## src/rtl/rc_ppm_frame_generator_core_macros.svh

```systemverilog
// assertion helpers used by the rtl core
`ifndef RC_PPM_FRAME_GENERATOR_CORE_MACROS_SVH
`define RC_PPM_FRAME_GENERATOR_CORE_MACROS_SVH

// same-cycle check, sampled on clk, off while arst_n is low
`define RCPPM_ASSERT_NOW(label, cond, prop, msg) \
	label: assert property (@(posedge clk) disable iff (!arst_n) (cond) |-> (prop)) \
		else $error(msg);

// next-cycle check, sampled on clk, off while arst_n is low
`define RCPPM_ASSERT_NEXT(label, cond, prop, msg) \
	label: assert property (@(posedge clk) disable iff (!arst_n) (cond) |=> (prop)) \
		else $error(msg);

`endif

```

## src/rtl/rcppm_pkg.sv

```systemverilog
package rcppm_pkg;

	// item opcodes
	localparam logic OP_TICK = 1'b0;
	localparam logic OP_SET  = 1'b1;

	// configuration register indexes
	localparam logic [1:0] CFG_SYNC_TICKS   = 2'd0;
	localparam logic [1:0] CFG_FRAME_TICKS  = 2'd1;
	localparam logic [1:0] CFG_INVERT       = 2'd2;
	localparam logic [1:0] CFG_FIRST_SLOT   = 2'd3;

	localparam int CFG_INDEX_W = 2;
	localparam int CFG_DATA_W  = 16;

	// register reset values
	localparam logic [9:0]  RESET_SYNC_TICKS  = 10'd75;
	localparam logic [15:0] RESET_FRAME_TICKS = 16'd5000;
	localparam logic        RESET_INVERT      = 1'b1;
	localparam logic [15:0] RESET_FIRST_SLOT  = 16'd250;

	// pulse timing in microseconds
	localparam int unsigned SYNC_US   = 300;
	localparam int unsigned BASE_US   = 1000;
	localparam int unsigned STICK_MAX = 1000;

	// stick channels fed by a set item
	localparam int STICKS = 4;

	// x*255/65 == 3x + (12x)/13, the last via reciprocal 2^16/13 rounded up
	localparam logic [12:0] RECIP_13  = 13'd5042;
	localparam int          RECIP_SHR = 16;

	typedef struct packed {
		logic       op;
		logic [7:0] throttle_in;
		logic [7:0] roll_in;
		logic [7:0] aileron_in;
		logic [7:0] elevator_in;
	} cmd_t;

	typedef struct packed {
		logic       ppm_level;
		logic [2:0] slot_number;
		logic       slot_start;
	} res_t;

	function automatic logic [9:0] scale_stick(input logic [7:0] x);
		logic [11:0] twelve_x;
		logic [24:0] prod;
		logic [10:0] val;
		twelve_x = {1'b0, x, 3'b000} + {2'b00, x, 2'b00};
		prod     = 25'(twelve_x) * 25'(RECIP_13);
		val      = 11'(x) + {2'b00, x, 1'b0} + 11'(prod[24:RECIP_SHR]);
		if (val > 11'(STICK_MAX)) begin
			val = 11'(STICK_MAX);
		end
		return val[9:0];
	endfunction

endpackage

```

## src/rtl/rc_ppm_frame_generator_core.sv

```systemverilog
// RC PPM pulse train generator. Each item is either one timer tick (op 0) or a load of four
// stick positions (op 1). Every accepted item yields exactly one result in the result register,
// giving the pin level, the current slot number (CHANNELS = idle slot) and a flag for the
// tick on which the period counter wrapped. One item is accepted per clock cycle while no
// result waits untaken; a new item is taken in the same cycle a waiting result is taken,
// since the only storage between the two sides is the single result register. All per-tick
// work (counter compare and wrap, sync match, next slot length pick, idle remainder
// subtraction) is one pass of logic from the state registers to the result register. Slot
// lengths are (1300 + value) >> TICK_SHIFT ticks, refreshed from the latched sticks when the
// idle slot is chosen. Configuration writes take effect on the next item; the first slot
// length and initial idle remainder are fixed at reset.
`include "rc_ppm_frame_generator_core_macros.svh"

module rc_ppm_frame_generator_core #(
	parameter int CHANNELS   = 6,
	parameter int TICK_SHIFT = 2
) (
	input  logic                                clk,
	input  logic                                arst_n,
	input  logic                                cfg_write,
	input  logic [rcppm_pkg::CFG_INDEX_W-1:0]   cfg_index,
	input  logic [rcppm_pkg::CFG_DATA_W-1:0]    cfg_data,
	input  logic                                cmd_valid,
	output logic                                cmd_ready,
	input  rcppm_pkg::cmd_t                     cmd,
	output logic                                res_valid,
	input  logic                                res_ready,
	output rcppm_pkg::res_t                     res
);
	import rcppm_pkg::*;

	localparam int SLOT_W = $clog2(CHANNELS + 1);
	localparam int LEN_W  = 12;
	localparam logic [LEN_W-1:0] RESET_LEN = LEN_W'((BASE_US + SYNC_US) >> TICK_SHIFT);
	localparam logic [15:0] RESET_IDLE = RESET_FRAME_TICKS - RESET_FIRST_SLOT;

	function automatic logic [LEN_W-1:0] slot_len(input logic [9:0] v);
		logic [LEN_W-1:0] us;
		us = LEN_W'(BASE_US + SYNC_US) + LEN_W'(v);
		return us >> TICK_SHIFT;
	endfunction

	logic [9:0]       sync_ticks_q;
	logic [15:0]      frame_ticks_q;
	logic             invert_q;

	logic [15:0]      period_cnt_q;
	logic [15:0]      period_top_q;
	logic [15:0]      pending_top_q;
	logic [SLOT_W-1:0] slot_idx_q;
	logic [15:0]      idle_rem_q;
	logic [9:0]       stick_q [STICKS];
	logic [LEN_W-1:0] slot_len_q [STICKS];

	logic             res_valid_q;
	res_t             res_q;

	logic             accept;
	logic             is_tick;
	logic             tick_wrap;
	logic [15:0]      cnt_tick;
	logic             sync_hit;
	logic             frame_wrap;
	logic [SLOT_W-1:0] slot_nxt;
	logic             nxt_idle;
	logic [15:0]      idle_base;
	logic [15:0]      len_sel;
	logic [15:0]      idle_sub;
	logic [15:0]      cnt_new;
	logic [SLOT_W-1:0] slot_new;

	assign cmd_ready = !res_valid_q || res_ready;
	assign accept    = cmd_valid && cmd_ready;
	assign is_tick   = cmd.op == OP_TICK;

	assign tick_wrap  = period_cnt_q == period_top_q;
	assign cnt_tick   = tick_wrap ? 16'd0 : period_cnt_q + 16'd1;
	assign sync_hit   = cnt_tick == {6'd0, sync_ticks_q};
	assign frame_wrap = slot_idx_q == SLOT_W'(CHANNELS);
	assign slot_nxt   = frame_wrap ? '0 : slot_idx_q + SLOT_W'(1);
	assign nxt_idle   = slot_nxt == SLOT_W'(CHANNELS);
	assign idle_base  = frame_wrap ? frame_ticks_q : idle_rem_q;

	always_comb begin
		if (slot_nxt < SLOT_W'(STICKS)) begin
			len_sel = 16'(slot_len_q[slot_nxt[1:0]]);
		end else begin
			len_sel = 16'(RESET_LEN);
		end
		idle_sub = (idle_base > len_sel) ? idle_base - len_sel : 16'd0;
		cnt_new  = is_tick ? cnt_tick : period_cnt_q;
		slot_new = (is_tick && sync_hit) ? slot_nxt : slot_idx_q;
	end

	// configuration; first slot length only matters at reset
	always_ff @(posedge clk or negedge arst_n) begin
		if (!arst_n) begin
			sync_ticks_q  <= RESET_SYNC_TICKS;
			frame_ticks_q <= RESET_FRAME_TICKS;
			invert_q      <= RESET_INVERT;
		end else if (cfg_write) begin
			unique case (cfg_index)
				CFG_SYNC_TICKS:  sync_ticks_q  <= cfg_data[9:0];
				CFG_FRAME_TICKS: frame_ticks_q <= cfg_data;
				CFG_INVERT:      invert_q      <= cfg_data[0];
				CFG_FIRST_SLOT: begin
				end
				default: begin
				end
			endcase
		end
	end

	always_ff @(posedge clk or negedge arst_n) begin
		if (!arst_n) begin
			period_cnt_q  <= '0;
			period_top_q  <= RESET_FIRST_SLOT;
			pending_top_q <= RESET_FIRST_SLOT;
			slot_idx_q    <= '0;
			idle_rem_q    <= RESET_IDLE;
			for (int i = 0; i < STICKS; i++) begin
				stick_q[i]    <= '0;
				slot_len_q[i] <= RESET_LEN;
			end
		end else if (accept) begin
			if (!is_tick) begin
				stick_q[0] <= scale_stick(cmd.throttle_in);
				stick_q[1] <= scale_stick(cmd.roll_in);
				stick_q[2] <= scale_stick(cmd.aileron_in);
				stick_q[3] <= scale_stick(cmd.elevator_in);
			end else begin
				period_cnt_q <= cnt_tick;
				if (tick_wrap) begin
					period_top_q <= pending_top_q;
				end
				if (sync_hit) begin
					slot_idx_q <= slot_nxt;
					if (nxt_idle) begin
						pending_top_q <= idle_base;
						idle_rem_q    <= idle_base;
						for (int i = 0; i < STICKS; i++) begin
							slot_len_q[i] <= slot_len(stick_q[i]);
						end
					end else begin
						pending_top_q <= len_sel;
						idle_rem_q    <= idle_sub;
					end
				end
			end
		end
	end

	// result register
	always_ff @(posedge clk or negedge arst_n) begin
		if (!arst_n) begin
			res_valid_q <= 1'b0;
		end else if (accept) begin
			res_valid_q <= 1'b1;
		end else if (res_ready) begin
			res_valid_q <= 1'b0;
		end
	end

	always_ff @(posedge clk) begin
		if (accept) begin
			res_q.ppm_level   <= (cnt_new >= {6'd0, sync_ticks_q}) ^ !invert_q;
			res_q.slot_number <= slot_new[2:0];
			res_q.slot_start  <= is_tick && tick_wrap;
		end
	end

	assign res_valid = res_valid_q;
	assign res       = res_q;

	`RCPPM_ASSERT_NOW(a_slot_range, 1'b1, slot_idx_q <= SLOT_W'(CHANNELS),
		"slot index past idle slot")
	`RCPPM_ASSERT_NEXT(a_wrap_clears, accept && is_tick && tick_wrap,
		period_cnt_q == 16'd0 && res_q.slot_start, "wrap did not clear counter")
	`RCPPM_ASSERT_NEXT(a_tick_counts, accept && is_tick && !tick_wrap,
		period_cnt_q == 16'($past(period_cnt_q) + 16'd1), "counter did not advance")
	`RCPPM_ASSERT_NEXT(a_set_holds, accept && !is_tick,
		$stable(period_cnt_q) && $stable(slot_idx_q) && !res_q.slot_start,
		"set item moved the timer")

endmodule
```

## config.mk

```make
export PLATFORM = sky130hd
export DESIGN_NAME = rc_ppm_frame_generator_core
export DESIGN_NICKNAME = d
export VERILOG_FILES = /design/src/rtl/rcppm_pkg.sv /design/src/rtl/rc_ppm_frame_generator_core.sv
export VERILOG_INCLUDE_DIRS = /design/src /design/src/rtl
export SDC_FILE = /design/constraint.sdc
export NUM_CORES = 1
export LEC_CHECK = 0
export BUFFER_PORTS_ARGS = -buffer_cell sky130_fd_sc_hd__buf_2
export CAP_MARGIN = 20
export CORE_MARGIN = 8
export CORE_UTILIZATION = 63
export CTS_CLUSTER_SIZE = 16
export DETAILED_ROUTE_END_ITERATION = 12
export PLACE_DENSITY = 0.81
export SYNTH_ARGS = -nofsm -noshare
export SYNTH_HDL_FRONTEND = slang
export SYNTH_SLANG_ARGS = --single-unit
```

## constraint.sdc

```tcl
create_clock -name clk -period 11.2 [get_ports clk]
set_input_delay 1.68 -clock clk [delete_from_list [all_inputs] [get_ports clk]]
set_output_delay 1.68 -clock clk [all_outputs]
set_load 0.005 [all_outputs]
```

== Word-level counts from Yosys, hierarchy flattened ==
Cells that the tools add are included.
W data, S select, Z words.
Word-level totals
  flip-flop bits (word level): 180
  output and inout bits: 7
  word-level logic and storage cells: 93
Cells by class
  $add $sub $neg: 19
  multiply operators: 4
  $lt $le $gt $ge: 8
  equal/unequal tests: 6
  multiplexer cells: 18
  bitwise operators: 3
  reduce and logical (&&, ||, !) cells: 15
Operators by type and width (count)
  $mul A12 B12 Y24 const B: 4
  $mux W16: 6
  $add A11 B10 Y12: 4
  $add A11 B10 Y12 const A: 4
  $add A10 B9 Y11: 4
  $gt A11 B10 Y1 const B: 4
  $add A8 B9 Y10: 4
  $mux W10: 4
  $mux W12: 3
  $bmux W12 S2: 1
  $add A16 B1 Y16 const B: 1
  $eq A16 B10 Y1: 1
  $eq A16 B16 Y1: 1
  $ge A16 B10 Y1: 1
  $gt A16 B16 Y1: 1
  $sub A16 B16 Y16: 1
  $reduce_and A2 Y1: 4
  $eq A3 B3 Y1 const B: 2
  $mux W3: 2
  $reduce_and A3 Y1: 2
  $reduce_and A4 Y1: 1
  $add A3 B1 Y3 const B: 1
  $ge A3 B3 Y1 const B: 1
  $logic_and A1 B1 Y1: 3
  11 further kinds: 13

== Longest topological paths before layout ==
  depth in word-level cells: 10
  depth in mapped cells: 38
  gate-level depth less buffers: 38

== Least setup slack after synthesis ==
Ideal clock, no wire load.
  path type: input-to-reg
  start point: in cmd[0] in the netlist's numbering
  end point: reg stick_q[2] in the netlist's numbering
  setup time: 0.084 ns
  arrival: 9.544 ns
  data required time: 11.116 ns
  slack: 1.572 ns
  stages: 38
  buffers on the path: 0
  cells stage by stage: ha_1 > fa_1 > a21oi_1 > nor2_1 > nor2_1 > o21bai_1 > a21o_1 > xnor2_1 > ha_1 > inv_1 > fa_1 > inv_1 > ha_1 > fa_1 > inv_1 > fa_1 > inv_1 > ha_1 > [2 not listed] > nor2b_1 > a211o_1 > or4_1 > and2_1 > a21o_1 > a21oi_1 > xor2_1 > fa_1 > inv_1 > ha_1 > inv_1 > o21ai_0 > o211ai_1 > a21oi_1 > xor2_1 > and4_1 > a31oi_1 > a21boi_0
Between the ends
  longest elaborated chain between the ends: 5
RTL lines
  from (decl): line rc_ppm_frame_generator_core.sv:25  | input rcppm_pkg::cmd_t cmd,
  $add A11 B10 Y12: line rcppm_pkg.sv:52  | twelve_x = {1'b0, x, 3'b000} + {2'b00, x, 2'b00};
  $mul A12 B12 Y24: line rcppm_pkg.sv:53  | prod = 25'(twelve_x) * 25'(RECIP_13);
  $add A10 B9 Y11 (*): line rcppm_pkg.sv:54  | val = 11'(x) + {2'b00, x, 1'b0} + 11'(prod[24:RECIP_SHR]);
  $gt A11 B10 Y1: line rcppm_pkg.sv:55  | if (val > 11'(STICK_MAX)) begin
  $mux W10 (*): line rcppm_pkg.sv:55
  to (decl): line rc_ppm_frame_generator_core.sv:52  | logic [9:0] stick_q [STICKS];
Mark *: on every way between the ends. The rest lies on a longest branch, timed or not.
A chain may end at the register's enable or synchronous reset.

== Worst setup path after layout ==
  start point: in cmd[0] in the netlist's numbering
  end point: reg stick_q[3] in the netlist's numbering
The elaborated chain is that of the path after synthesis.

==> results_dict.tcl <==
set metrics [dict create \
    place.gp.congestion 0.943 \
    synth_xor_area_frac 0.0692 \
    seq_area_um2 4380 \
    maxSlewViolCount 0 \
    synthCells 2183 \
    cts_tree "done" \
    cts_root_buffer "clkbuf_16" \
    vias 15400 \
    postCtsHoldBufs 0 \
    grt_pass1_wl_mm 74.0 \
    layout_setup_ws_ns 1.25 \
    synth_top_family_by_area "adder cells" \
    cp_data_required_time_ns 11.49 \
    synthFlopType "dfrtp_1" \
    routed_wl_mm 42.9 \
    synth_adder_area_share 0.362 \
    drt_iter0_drc 881 \
    maxSlewHeadroom 0.307 \
    nets 2791 \
    synth_edf_count 5 \
    portBuffers 62 \
    r2r_slack_ns 6.04 \
    setup_viol 0 \
    htree_levels 4 \
    core_area_um2 32600 \
    grt_max_degree 94 \
    synth-compound-area-share 0.117 \
    via_per_inst 5.76 \
    cp-startpoint "cmd[0]" \
    final_core_util 0.679 \
    critPathCaptureType "flop" \
    reg2reg_from "slot_idx_q[0]$_DFFE_PN0P_" \
    synth_cell_type_count 75 \
    drv_cap 0 \
    drcViolationCount 0 \
    finalSetupTns_ns 0 \
    yosys_warnings 0 \
    status "finished clean" \
    grt_pass1_vias 16100 \
    post-dp-hpwl_mm 34.8 \
    synthMuxAreaShare 0.0666 \
    r2r-end "idle_rem_q[8]$_DFFE_PN0P_" \
    r2r_cells 14 \
    fmax_mhz 100 \
    clkLatencyLatePin_ns 0.44 \
    cts.sink_count 172 \
    synthArstFlopShare 0.971 \
    crit_type "in2reg" \
    arrival_ns 10.25 \
    worstMarginPinSlew_ns 1.04 \
    multiInputGateArea_um2 15000 \
    synth.avg_cell_area_um2 9.57 \
    syn_area_um2 20900 \
    hold_path.class "reg2reg" \
    fp.dieH_um 198 \
    wire_per_inst_um 16.0 \
    die_area_um2 39200 \
    groute.usage.overall 0.226 \
    dr.pass1.iters 6 \
    fillers 2445 \
    clk_pin_slew_worst_paths_ns 0.07 \
    drive_gt1_frac 0.116 \
    cp_slowest_cell "fa_1" \
    io_pins 63 \
    grt.overflow.total 0 \
    period_minus_slack_ns 9.95 \
    synthToLayoutAreaGrowth_pct 6.09 \
    cp-start-kind "input port" \
    ys_seq_area_frac 0.210 \
    synthSimpleGateAreaFrac 0.105 \
    synth_fp_nets 2749 \
    hold_start "pending_top_q[6]$_DFFE_PN1P_" \
    cts_setup_buffers 0 \
    endpoint "stick_q[3]$_DFFE_PN0P_" \
    fp-row-count 66 \
    finalHoldViolCount 0 \
    finalClockSkew_ns 0.0105 \
    rsz0062_at_grt "false" \
    cp_max_fo 9 \
    antenna_found_initial 0 \
    numCtsBuffers 17 \
    cts_resized 0 \
    drtAntennaViolNets 0 \
    post-place-ws_ns 0.811 \
    holdWs_ns 0.468 \
    fin_crit_sh 0.889 \
    cts.path.max_buffers 2 \
    chipWidth_um 198 \
    start_util 0.640 \
    n_antenna_cell 0 \
    synth-seq-cells 172 \
    slowest_delay_ns 0.55 \
]
cell families after synthesis:
group | count (synthesis)
fa+ha+maj | 510
simple gates | 450
compound gates | 398
buf+inv | 374
flops | 172
xor+xnor | 165
mux | 114
area by class of cell:
type,instances,area share
Sequential cell,172,0.198
Tap cell,442,0.0250
Multi-Input combinational cell,1637,0.678
Timing Repair Buffer,77,0.0194
Clock buffer,19,0.0200
Clock inverter,13,0.00553
Inverter,320,0.0542
routing by layer:
metal / wire [µm] / share of wire / global-route usage / up-vias
li1: - / - / - / 7453
met1: 18700 / 0.44 / 0.279 / 7579
met2: 21800 / 0.51 / 0.409 / 333
met3: 1600 / 0.037 / 0.0263 / 66
met4: 794 / 0.019 / 0.0625 / 0
met5: 0 / 0 / 0 / -
synth_stat cells (all sizes together) (10+ instances only):
master  number  area [µm²]
nand4       10        62.6
o31ai       19         143
buf         23         159
ha         353        4420
a21oi      119         596
nor2       113         424
nand2b      18         120
and4        10        90.1
and3        19         119
dfstp       44        1160
mux2        92        1170
nor2b       19         119
mux2i       22         220
clkbuf      31         116
a21o        39         293
fa         157        3140
o21bai      23         173
o21ai      110         551
dfrtp      123        3080
xnor2      101         885
xor2        64         561
inv        319        1200
o21a        13        97.6
nand3       34         180
nand2      155         582
and2        18         113
nor3        20         100
cell usage in the layout, fill, tap and decap left out, types with 19 or more instances in the layout:
master and n:
ha_1 353, inv_1 319, fa_1 157, nand2_1 155, dfrtp_1 123, a21oi_1 119
nor2_1 113, o21ai_0 103, xnor2_1 101, xor2_1 64, buf_2 61, mux2_2 51
dfstp_2 44, a21o_1 39, mux2_4 36, nand3_1 32, o21bai_1 23, mux2i_1 22
nor3_1 20, and3_1 19, o31ai_1 19, nor2b_1 19
through the flow:
step,cell area [µm²],instances
2_1_floorplan,20900,2183
3_3_place_gp,21600,2648
3_5_place_dp,21600,2648
4_1_cts,22200,2680
5_1_grt,22200,2680
6_report,22200,2680
sequential cells by signal (all words and copies together), names as in the netlist:
signal         cells
pending_top_q     16
slot_idx_q         3
invert_q           1
sync_ticks_q      10
res_valid          1
idle_rem_q        16
period_cnt_q      16
stick_q           32
frame_ticks_q     16
res                5
slot_len_q        40
period_top_q      16
critical path: cells and delay by family:
| kind | cells | cell delay [ns] |
|---|---|---|
| compound gates | 13 | 2.60 |
| xor+xnor | 2 | 0.20 |
| fa+ha+maj | 10 | 3.98 |
| buf+inv | 6 | 0.59 |
| simple gates | 6 | 1.20 |
worst min-delay path by stage:
stage,end,slack (ns),cells after the start
2_1_floorplan,slot_len_q[0]$_DFFE_PN1P_,0.44,1
3_3_place_gp,idle_rem_q[12]$_DFFE_PN1P_,0.46,2
3_5_place_dp,pending_top_q[6]$_DFFE_PN1P_,0.46,2
4_1_cts,pending_top_q[6]$_DFFE_PN1P_,0.47,2
5_1_grt,pending_top_q[6]$_DFFE_PN1P_,0.48,2
6_report,pending_top_q[6]$_DFFE_PN1P_,0.47,2
Power is left out: the tool's default activity adds up to more than one toggle a clock period on the data nets, which glitch-free logic cannot reach.
